<file path="src/rtl/core/kvt_pkg.sv">
// Shared types for the key/value table: request codes, port field widths
// and the result word handed from the sequencer to the output register.
// No dependencies.
`timescale 1ns / 1ps

package kvt_pkg;

    localparam int REQ_W       = 2;
    localparam int KEY_W       = 32;
    localparam int VALUE_W     = 32;
    localparam int COUNT_OUT_W = 5;

    typedef enum logic [REQ_W-1:0] {
        REQ_PUT    = 2'd0,
        REQ_LOOKUP = 2'd1,
        REQ_REMOVE = 2'd2,
        REQ_CLEAR  = 2'd3
    } t_req;

    typedef struct packed {
        logic                   hit;
        logic [VALUE_W-1:0]     value_out;
        logic [COUNT_OUT_W-1:0] entry_count;
        logic                   overflow;
    } t_result;

endpackage

</file>
<file path="src/rtl/core/key_value_table_top.sv">
// Key/value table top: input handshake, key and value RAMs, scan sequencer
// and the output register. Depends on kvt_pkg, kvt_ram, kvt_seq.
`timescale 1ns / 1ps

// A request (put, lookup, remove, clear) is taken when the block is idle; it
// then scans the stored keys one slot per cycle through one comparator, fed
// by the registered read port of the key RAM, and stops early on a match.
// A put, lookup or remove scans until a match or the last slot; a clear
// skips the scan. The result sits in an output register, so a stalled
// output only holds the block once the next result is ready. Every result
// carries the entry count after the request; a put of a new key into a
// full table is dropped and flagged as overflow. No clearing pass is
// needed after reset.
module key_value_table_top #(
    parameter int ENTRIES    = 16,
    parameter int KEY_BITS   = 32,
    parameter int VALUE_BITS = 32
) (
    input  logic                          i_clk,
    input  logic                          i_rst_n,
    input  logic                          i_valid,
    output logic                          o_stall,
    input  logic [kvt_pkg::REQ_W-1:0]     i_req_type,
    input  logic [kvt_pkg::KEY_W-1:0]     i_key,
    input  logic [kvt_pkg::VALUE_W-1:0]   i_value_in,
    output logic                          o_valid,
    input  logic                          i_stall,
    output logic                          o_hit,
    output logic [kvt_pkg::VALUE_W-1:0]   o_value_out,
    output logic [kvt_pkg::COUNT_OUT_W-1:0] o_entry_count,
    output logic                          o_overflow
);

    import kvt_pkg::*;

    localparam int KW = (KEY_BITS < KEY_W) ? KEY_BITS : KEY_W;
    localparam int VW = (VALUE_BITS < VALUE_W) ? VALUE_BITS : VALUE_W;
    localparam int IW = (ENTRIES > 1) ? $clog2(ENTRIES) : 1;

    logic          busy;
    logic          accept;
    logic          out_free;
    logic [IW-1:0] rd_addr, wr_addr;
    logic          key_we, val_we;
    logic [KW-1:0] wr_key, rd_key;
    logic [VW-1:0] wr_val, rd_val;
    logic          res_valid;
    t_result       res;

    logic          r_out_valid;
    t_result       r_out;

    assign o_stall  = busy;
    assign accept   = i_valid && !busy;
    assign out_free = !r_out_valid || !i_stall;

    kvt_ram #(.WIDTH(KW), .DEPTH(ENTRIES)) u_key_ram (
        .i_clk   (i_clk),
        .i_we    (key_we),
        .i_waddr (wr_addr),
        .i_wdata (wr_key),
        .i_raddr (rd_addr),
        .o_rdata (rd_key)
    );

    kvt_ram #(.WIDTH(VW), .DEPTH(ENTRIES)) u_val_ram (
        .i_clk   (i_clk),
        .i_we    (val_we),
        .i_waddr (wr_addr),
        .i_wdata (wr_val),
        .i_raddr (rd_addr),
        .o_rdata (rd_val)
    );

    kvt_seq #(.ENTRIES(ENTRIES), .KW(KW), .VW(VW)) u_seq (
        .i_clk       (i_clk),
        .i_rst_n     (i_rst_n),
        .i_start     (accept),
        .i_req_type  (t_req'(i_req_type)),
        .i_key       (i_key[KW-1:0]),
        .i_value_in  (i_value_in[VW-1:0]),
        .i_rd_key    (rd_key),
        .i_rd_val    (rd_val),
        .i_out_free  (out_free),
        .o_busy      (busy),
        .o_rd_addr   (rd_addr),
        .o_wr_addr   (wr_addr),
        .o_key_we    (key_we),
        .o_val_we    (val_we),
        .o_wr_key    (wr_key),
        .o_wr_val    (wr_val),
        .o_res_valid (res_valid),
        .o_res       (res)
    );

    // output word register
    always_ff @(posedge i_clk) begin
        if (!i_rst_n) begin
            r_out_valid <= 1'b0;
        end else if (out_free) begin
            r_out_valid <= res_valid;
        end
    end

    always_ff @(posedge i_clk) begin
        if (res_valid) begin
            r_out <= res;
        end
    end

    assign o_valid       = r_out_valid;
    assign o_hit         = r_out.hit;
    assign o_value_out   = r_out.value_out;
    assign o_entry_count = r_out.entry_count;
    assign o_overflow    = r_out.overflow;

endmodule

</file>
<file path="src/rtl/core/kvt_ram.sv">
// Generic single-write, single-read RAM with registered read data.
// No dependencies.
`timescale 1ns / 1ps

module kvt_ram #(
    parameter int WIDTH = 32,
    parameter int DEPTH = 16,
    parameter int AW    = (DEPTH > 1) ? $clog2(DEPTH) : 1
) (
    input  logic             i_clk,
    input  logic             i_we,
    input  logic [AW-1:0]    i_waddr,
    input  logic [WIDTH-1:0] i_wdata,
    input  logic [AW-1:0]    i_raddr,
    output logic [WIDTH-1:0] o_rdata
);

    logic [WIDTH-1:0] r_mem [DEPTH];
    logic [WIDTH-1:0] r_rdata;

    always_ff @(posedge i_clk) begin
        if (i_we) begin
            r_mem[i_waddr] <= i_wdata;
        end
        r_rdata <= r_mem[i_raddr];
    end

    assign o_rdata = r_rdata;

endmodule

</file>
<file path="src/rtl/core/kvt_seq.sv">
// Scan sequencer: walks the slots one per cycle through a single key
// comparator, tracks the first free slot, holds valid bits and the count.
// Depends on kvt_pkg.
`timescale 1ns / 1ps

module kvt_seq #(
    parameter int ENTRIES = 16,
    parameter int KW      = 32,
    parameter int VW      = 32,
    parameter int IW      = (ENTRIES > 1) ? $clog2(ENTRIES) : 1
) (
    input  logic             i_clk,
    input  logic             i_rst_n,
    input  logic             i_start,
    input  kvt_pkg::t_req    i_req_type,
    input  logic [KW-1:0]    i_key,
    input  logic [VW-1:0]    i_value_in,
    input  logic [KW-1:0]    i_rd_key,
    input  logic [VW-1:0]    i_rd_val,
    input  logic             i_out_free,
    output logic             o_busy,
    output logic [IW-1:0]    o_rd_addr,
    output logic [IW-1:0]    o_wr_addr,
    output logic             o_key_we,
    output logic             o_val_we,
    output logic [KW-1:0]    o_wr_key,
    output logic [VW-1:0]    o_wr_val,
    output logic             o_res_valid,
    output kvt_pkg::t_result o_res
);

    import kvt_pkg::*;

    localparam int          CW   = $clog2(ENTRIES + 1);
    localparam logic [IW-1:0] LAST = IW'(ENTRIES - 1);

    typedef enum logic [2:0] {
        S_IDLE = 3'b001,
        S_SCAN = 3'b010,
        S_DONE = 3'b100
    } t_state;

    t_state        r_state, n_state;
    t_req          r_req;
    logic [KW-1:0] r_key;
    logic [VW-1:0] r_val_in;
    logic [IW-1:0] r_idx, n_idx;
    logic          r_issue_on, n_issue_on;
    logic          r_chk_on, n_chk_on;
    logic [IW-1:0] r_chk_idx, n_chk_idx;
    logic          r_found, n_found;
    logic [IW-1:0] r_hit_idx, n_hit_idx;
    logic [VW-1:0] r_hit_val, n_hit_val;
    logic          r_free_found, n_free_found;
    logic [IW-1:0] r_free_idx, n_free_idx;
    logic [ENTRIES-1:0] r_valid, n_valid;
    logic [CW-1:0] r_count, n_count;

    logic    match;
    logic    commit;
    t_result res;

    assign match  = r_chk_on && r_valid[r_chk_idx] && (i_rd_key == r_key);
    assign commit = (r_state == S_DONE) && i_out_free;

    always_comb begin
        n_state      = r_state;
        n_idx        = r_idx;
        n_issue_on   = r_issue_on;
        n_chk_on     = r_chk_on;
        n_chk_idx    = r_chk_idx;
        n_found      = r_found;
        n_hit_idx    = r_hit_idx;
        n_hit_val    = r_hit_val;
        n_free_found = r_free_found;
        n_free_idx   = r_free_idx;
        n_valid      = r_valid;
        n_count      = r_count;
        o_key_we     = 1'b0;
        o_val_we     = 1'b0;
        res          = '0;

        unique case (r_state)
            S_IDLE: begin
                if (i_start) begin
                    n_idx        = '0;
                    n_issue_on   = 1'b1;
                    n_chk_on     = 1'b0;
                    n_found      = 1'b0;
                    n_free_found = 1'b0;
                    n_state      = (i_req_type == REQ_CLEAR) ? S_DONE : S_SCAN;
                end
            end
            S_SCAN: begin
                // issue side: address r_idx now, data comes back next cycle
                if (r_issue_on) begin
                    if (!r_valid[r_idx] && !r_free_found) begin
                        n_free_found = 1'b1;
                        n_free_idx   = r_idx;
                    end
                    n_chk_on  = 1'b1;
                    n_chk_idx = r_idx;
                    if (r_idx == LAST) begin
                        n_issue_on = 1'b0;
                    end else begin
                        n_idx = r_idx + IW'(1);
                    end
                end else begin
                    n_chk_on = 1'b0;
                end
                // check side
                if (match) begin
                    n_found   = 1'b1;
                    n_hit_idx = r_chk_idx;
                    n_hit_val = i_rd_val;
                    n_state   = S_DONE;
                end else if (r_chk_on && (r_chk_idx == LAST)) begin
                    n_state = S_DONE;
                end
            end
            S_DONE: begin
                if (i_out_free) begin
                    unique case (r_req)
                        REQ_PUT: begin
                            if (r_found) begin
                                o_val_we = 1'b1;
                            end else if (r_free_found) begin
                                o_key_we            = 1'b1;
                                o_val_we            = 1'b1;
                                n_valid[r_free_idx] = 1'b1;
                                n_count             = r_count + CW'(1);
                            end
                        end
                        REQ_REMOVE: begin
                            if (r_found) begin
                                n_valid[r_hit_idx] = 1'b0;
                                n_count            = r_count - CW'(1);
                            end
                        end
                        REQ_CLEAR: begin
                            n_valid = '0;
                            n_count = '0;
                        end
                        default: begin
                        end
                    endcase
                    n_state = S_IDLE;
                end
            end
            default: n_state = S_IDLE;
        endcase

        res.hit         = r_found && (r_req != REQ_CLEAR);
        res.value_out   = (r_found && (r_req == REQ_LOOKUP)) ? VALUE_W'(r_hit_val) : '0;
        res.entry_count = COUNT_OUT_W'(n_count);
        res.overflow    = (r_req == REQ_PUT) && !r_found && !r_free_found;
    end

    always_ff @(posedge i_clk) begin
        if (!i_rst_n) begin
            r_state <= S_IDLE;
            r_valid <= '0;
            r_count <= '0;
        end else begin
            r_state <= n_state;
            r_valid <= n_valid;
            r_count <= n_count;
        end
    end

    always_ff @(posedge i_clk) begin
        if (i_start && (r_state == S_IDLE)) begin
            r_req    <= i_req_type;
            r_key    <= i_key;
            r_val_in <= i_value_in;
        end
        r_idx        <= n_idx;
        r_issue_on   <= n_issue_on;
        r_chk_on     <= n_chk_on;
        r_chk_idx    <= n_chk_idx;
        r_found      <= n_found;
        r_hit_idx    <= n_hit_idx;
        r_hit_val    <= n_hit_val;
        r_free_found <= n_free_found;
        r_free_idx   <= n_free_idx;
    end

    assign o_busy      = (r_state != S_IDLE);
    assign o_rd_addr   = r_idx;
    assign o_wr_addr   = r_found ? r_hit_idx : r_free_idx;
    assign o_wr_key    = r_key;
    assign o_wr_val    = r_val_in;
    assign o_res_valid = commit;
    assign o_res       = res;

endmodule
</file>
<file path="config.mk">
export PLATFORM = sky130hd
export DESIGN_NAME = key_value_table_top
export DESIGN_NICKNAME = d
export VERILOG_FILES = /design/src/rtl/core/kvt_pkg.sv /design/src/rtl/core/key_value_table_top.sv /design/src/rtl/core/kvt_ram.sv /design/src/rtl/core/kvt_seq.sv
export SDC_FILE = /design/constraint.sdc
export NUM_CORES = 1
export LEC_CHECK = 0
export BUFFER_PORTS_ARGS = -buffer_cell sky130_fd_sc_hd__buf_2
export CAP_MARGIN = 20
export CORE_ASPECT_RATIO = 1.1
export CORE_MARGIN = 4
export CORE_UTILIZATION = 40
export DETAILED_ROUTE_END_ITERATION = 6
export GPL_TIMING_DRIVEN = 0
export MAX_ROUTING_LAYER = met4
export PLACE_DENSITY = 0.56
export SETUP_SLACK_MARGIN = 0.02
export SYNTH_ARGS = -nofsm -noshare
export SYNTH_HDL_FRONTEND = slang
export SYNTH_SLANG_ARGS = --single-unit
</file>
<file path="constraint.sdc">
create_clock -name i_clk -period 3.7 [get_ports i_clk]
set_input_delay 0.185 -clock i_clk [delete_from_list [all_inputs] [get_ports i_clk]]
set_output_delay 0.185 -clock i_clk [all_outputs]
set_load 0.02 [all_outputs]
</file>
==> results.md <==
* Outcome: complete, no violations
* Critical Path End Type: register
* Fmax at 285 MHz
* Clk_lat worst skew at 0.73 ns
* Fin crit share at 95.0%
* PD cells at 562 nW/um^2
* Endpoints failing setup at 0
* DRT Pass-1 Iters at 7
* Design Area, Final at 56900 um^2
* Share of synthesized area spent on multiplexers at 12.0%
* Final hold violation count at 0
* Initial Util at 40.5%
* Compound-gate portion of the synthesized area at 5.36%
* Core area at 118000 um^2
* Critical-path maximum fanout at 23
* XOR/XNOR Fraction of Synth Area at 0.622%
* Main combinational cell family by area after synthesis: multiplexers
* Setup total negative slack at 0 ns
* Fin Clk Skew at 0.0312 ns
* Antenna violation net count after detailed routing at 0
* Placed cell areas at 51400 um^2
* GRT Util Overall at 19.8%
* Port Buffers at 110
* Vias at 25100
* Antenna cells at 0
* Num rows at 132
* Pre-CTS setup slack at -0.288 ns
* Routability congestion estimate at 0.841
* CTS Buf Count at 133
* Worst EP arrival at 3.90 ns
* Post-synthesis instance area at 47900 um^2
* Worst EP required at 4.08 ns
* HPWL Detailed at 78700 um
* Flop2flop setup slack at 0.19 ns
* Die height at 371 um
* DRC at 0
* Syn nets at 2595
* Ys async rst share at 0%
* Worst-Margin Slew at 1.12 ns
* FF+latch count, synth at 1270
* Sequential fraction of the synthesis area at 77.8%
* Wire per inst at 26.7 um
* Adder-Cell Fraction of Synth Area at 0.0784%
* Core Util, Final at 48.1%
* Fraction of layout cells with a size suffix above 1 at 22.0%
* GRT overflow at 0
* Synthesis Warnings at 0
* Post-synth EDFFs at 1181
* Fin nets at 2971
* Final slew viol count at 0
* Main synth FF type: edfxtp_1
* Htree depth at 4
* Mean Syn Cell Area at 19.0 um^2
* Synth Area in Simple Gates at 2.77%
* Leakage power figure at 18.7 nW
* Maximum vdd drop at 0.345 mV
* Top sig layer: met4
* Die area at 125000 um^2
* Slew HR at 24.8%
* Post-Layout Cell Count at 4548
* Clock edge transition at the registers on the reported setup and hold paths at 0.06 ns
* CP startpoint kind: register
* I/O pins at 111
* Post-route minimum period at 3.51 ns
* Vias in the first global route at 25900
* Synth cell types at 58
* CP Class: register to register
* Clock buffer depth at 3
* 1st-iter DRT viols at 2683
* Placed cell count at 4210
* Post-Syn Instances at 2522
* CTS tree: done
* Met3 routed WL at 6520 um
* Final worst setup slack at 0.186 ns
* Global-route wire length before repair at 174000 um
* Hold Crit Class: primary input to register
* CTS Root Cell: clkbuf_16
* Routed wl met2 at 62000 um
* Via density per instance at 5.53
* Pin count of the biggest net entering global routing at 41
* Wire length on met1 at 49600 um
* Routed WL at 121000 um
* Initial antenna violation count at 7
* Clk sinks at 1270
* Layout area overhead at 18.9%
* Die Width at 338 um
* Maxcap violations at 0
==> synthesized netlist by cell type (16+ instances only) <==
cell	count	share of area, %
mux4_2	133	6.3
nor2_1	50	0.39
clkbuf_1	79	0.62
mux2i_1	201	4.2
a221oi_1	64	1.2
edfxtp_1	1181	74
xnor2_1	30	0.55
and3_1	35	0.46
o21ai_0	157	1.6
mux2_2	64	1.5
dfxtp_1	89	3.7
nand2_1	99	0.78
a21boi_0	16	0.25
buf_2	28	0.29
a22oi_1	64	1.0
a21oi_1	80	0.84
==> registers in the layout (all words and copies together) (netlist names), 5 cells and up <==
name / cells
u_seq.o_wr_val: 32
u_key_ram.o_rdata: 32
o_entry_count: 5
o_value_out: 32
u_val_ram.o_rdata: 32
u_seq.r_count: 5
u_val_ram.r_mem: 512
u_seq.r_valid: 16
u_seq.r_hit_val: 32
u_seq.o_wr_key: 32
u_key_ram.r_mem: 512
==> cell type report <==
cell class / count / area, um^2
Fill cell: 9781 / 61400
Sequential cell: 1270 / 37200
Multi-Input combinational cell: 1117 / 10300
Clock buffer: 191 / 3800
Timing Repair Buffer: 237 / 2360
Tap cell: 1541 / 1930
Clock inverter: 53 / 649
Buffer: 127 / 591
Inverter: 12 / 50.0
==> final timing paths <==
kind,from,to,depth (start not counted)
max,u_seq.o_wr_key[22]$_DFFE_PP_,u_seq.r_hit_val[25]$_DFFE_PP_,5
max reg2reg,u_seq.o_wr_key[22]$_DFFE_PP_,u_seq.r_hit_val[25]$_DFFE_PP_,5
min reg2reg,u_val_ram.o_rdata[14]$_DFF_P_,u_seq.r_hit_val[14]$_DFFE_PP_,0
min,i_value_in[14],u_seq.o_wr_val[14]$_DFFE_PP_,2
==> worst max-delay path, stage by stage (launching register included) <==
cell and delay (ns):
edfxtp_1 0.66, xnor2_1 0.60, nand4_1 0.21, nor4_2 0.71
and4_2 0.66, buf_12 0.28
==> logic make-up (layout without fill, tap and decap cells) <==
group | after synthesis | count (layout)
fa+ha+maj | 3 | 3
buf+inv | 139 | 620
mux | 399 | 399
flops | 1270 | 1270
compound gates | 410 | 410
simple gates | 267 | 271
xor+xnor | 34 | 34
==> per-layer routing <==
| metal | up-vias | GRT usage, % |
|---|---|---|
| met3 | 211 | 2.89 |
| met1 | 13100 | 24.9 |
| met2 | 856 | 33.5 |
| met4 | 0 | 5.98 |
| met5 | - | - |
| li1 | 11000 | - |
==> report_power, final <==
group / internal (mW) / switching (mW) / leakage [nW]
logic: 0.813 / 1.30 / 5.12
registers: 16.1 / 0.333 / 11.4
clock network: 8.03 / 5.43 / 2.18
total: 24.9 / 7.07 / 18.7
==> what timing repair did <==
item | in CTS | in global routing
hold endpoints to repair | 73 | 0
cloned | 0 | 4
pin swaps | 0 | 17
gates resized for setup | 1 | 2
hold buffers | 69 | 0
endpoints found under the setup margin | 36 | 207
setup buffers | 0 | 19
==> cells in the final DEF, fill, tap and decap left out, types with 22 or more instances in the layout <==
master         netlist  layout
o21ai_0            157     157
clkbuf_1            79     117
buf_4               15      22
a221oi_1            64      64
mux2_2              64      64
nand2_1             99      99
buf_2               28     138
mux4_2             133     133
dfxtp_1             89      89
and3_1              35      35
a22oi_1             64      64
mux2i_1            201     199
xnor2_1             30      30
buf_12               0      37
edfxtp_1          1181    1181
clkinv_2             0      22
clkbuf_16            0     138
dlygate4sd3_1        0      69
a21oi_1             80      79
nor2_4               0      31
==> per-stage QoR <==
stage	hold slack, ns	power, mW
2_1_floorplan	0.284	17.8
3_3_place_gp	0.362	18.7
3_5_place_dp	0.363	18.8
4_1_cts	0.104	32.3
5_1_grt	0.139	33.0
6_report	0.158	32.0
Power figures use the tool's default switching activity.
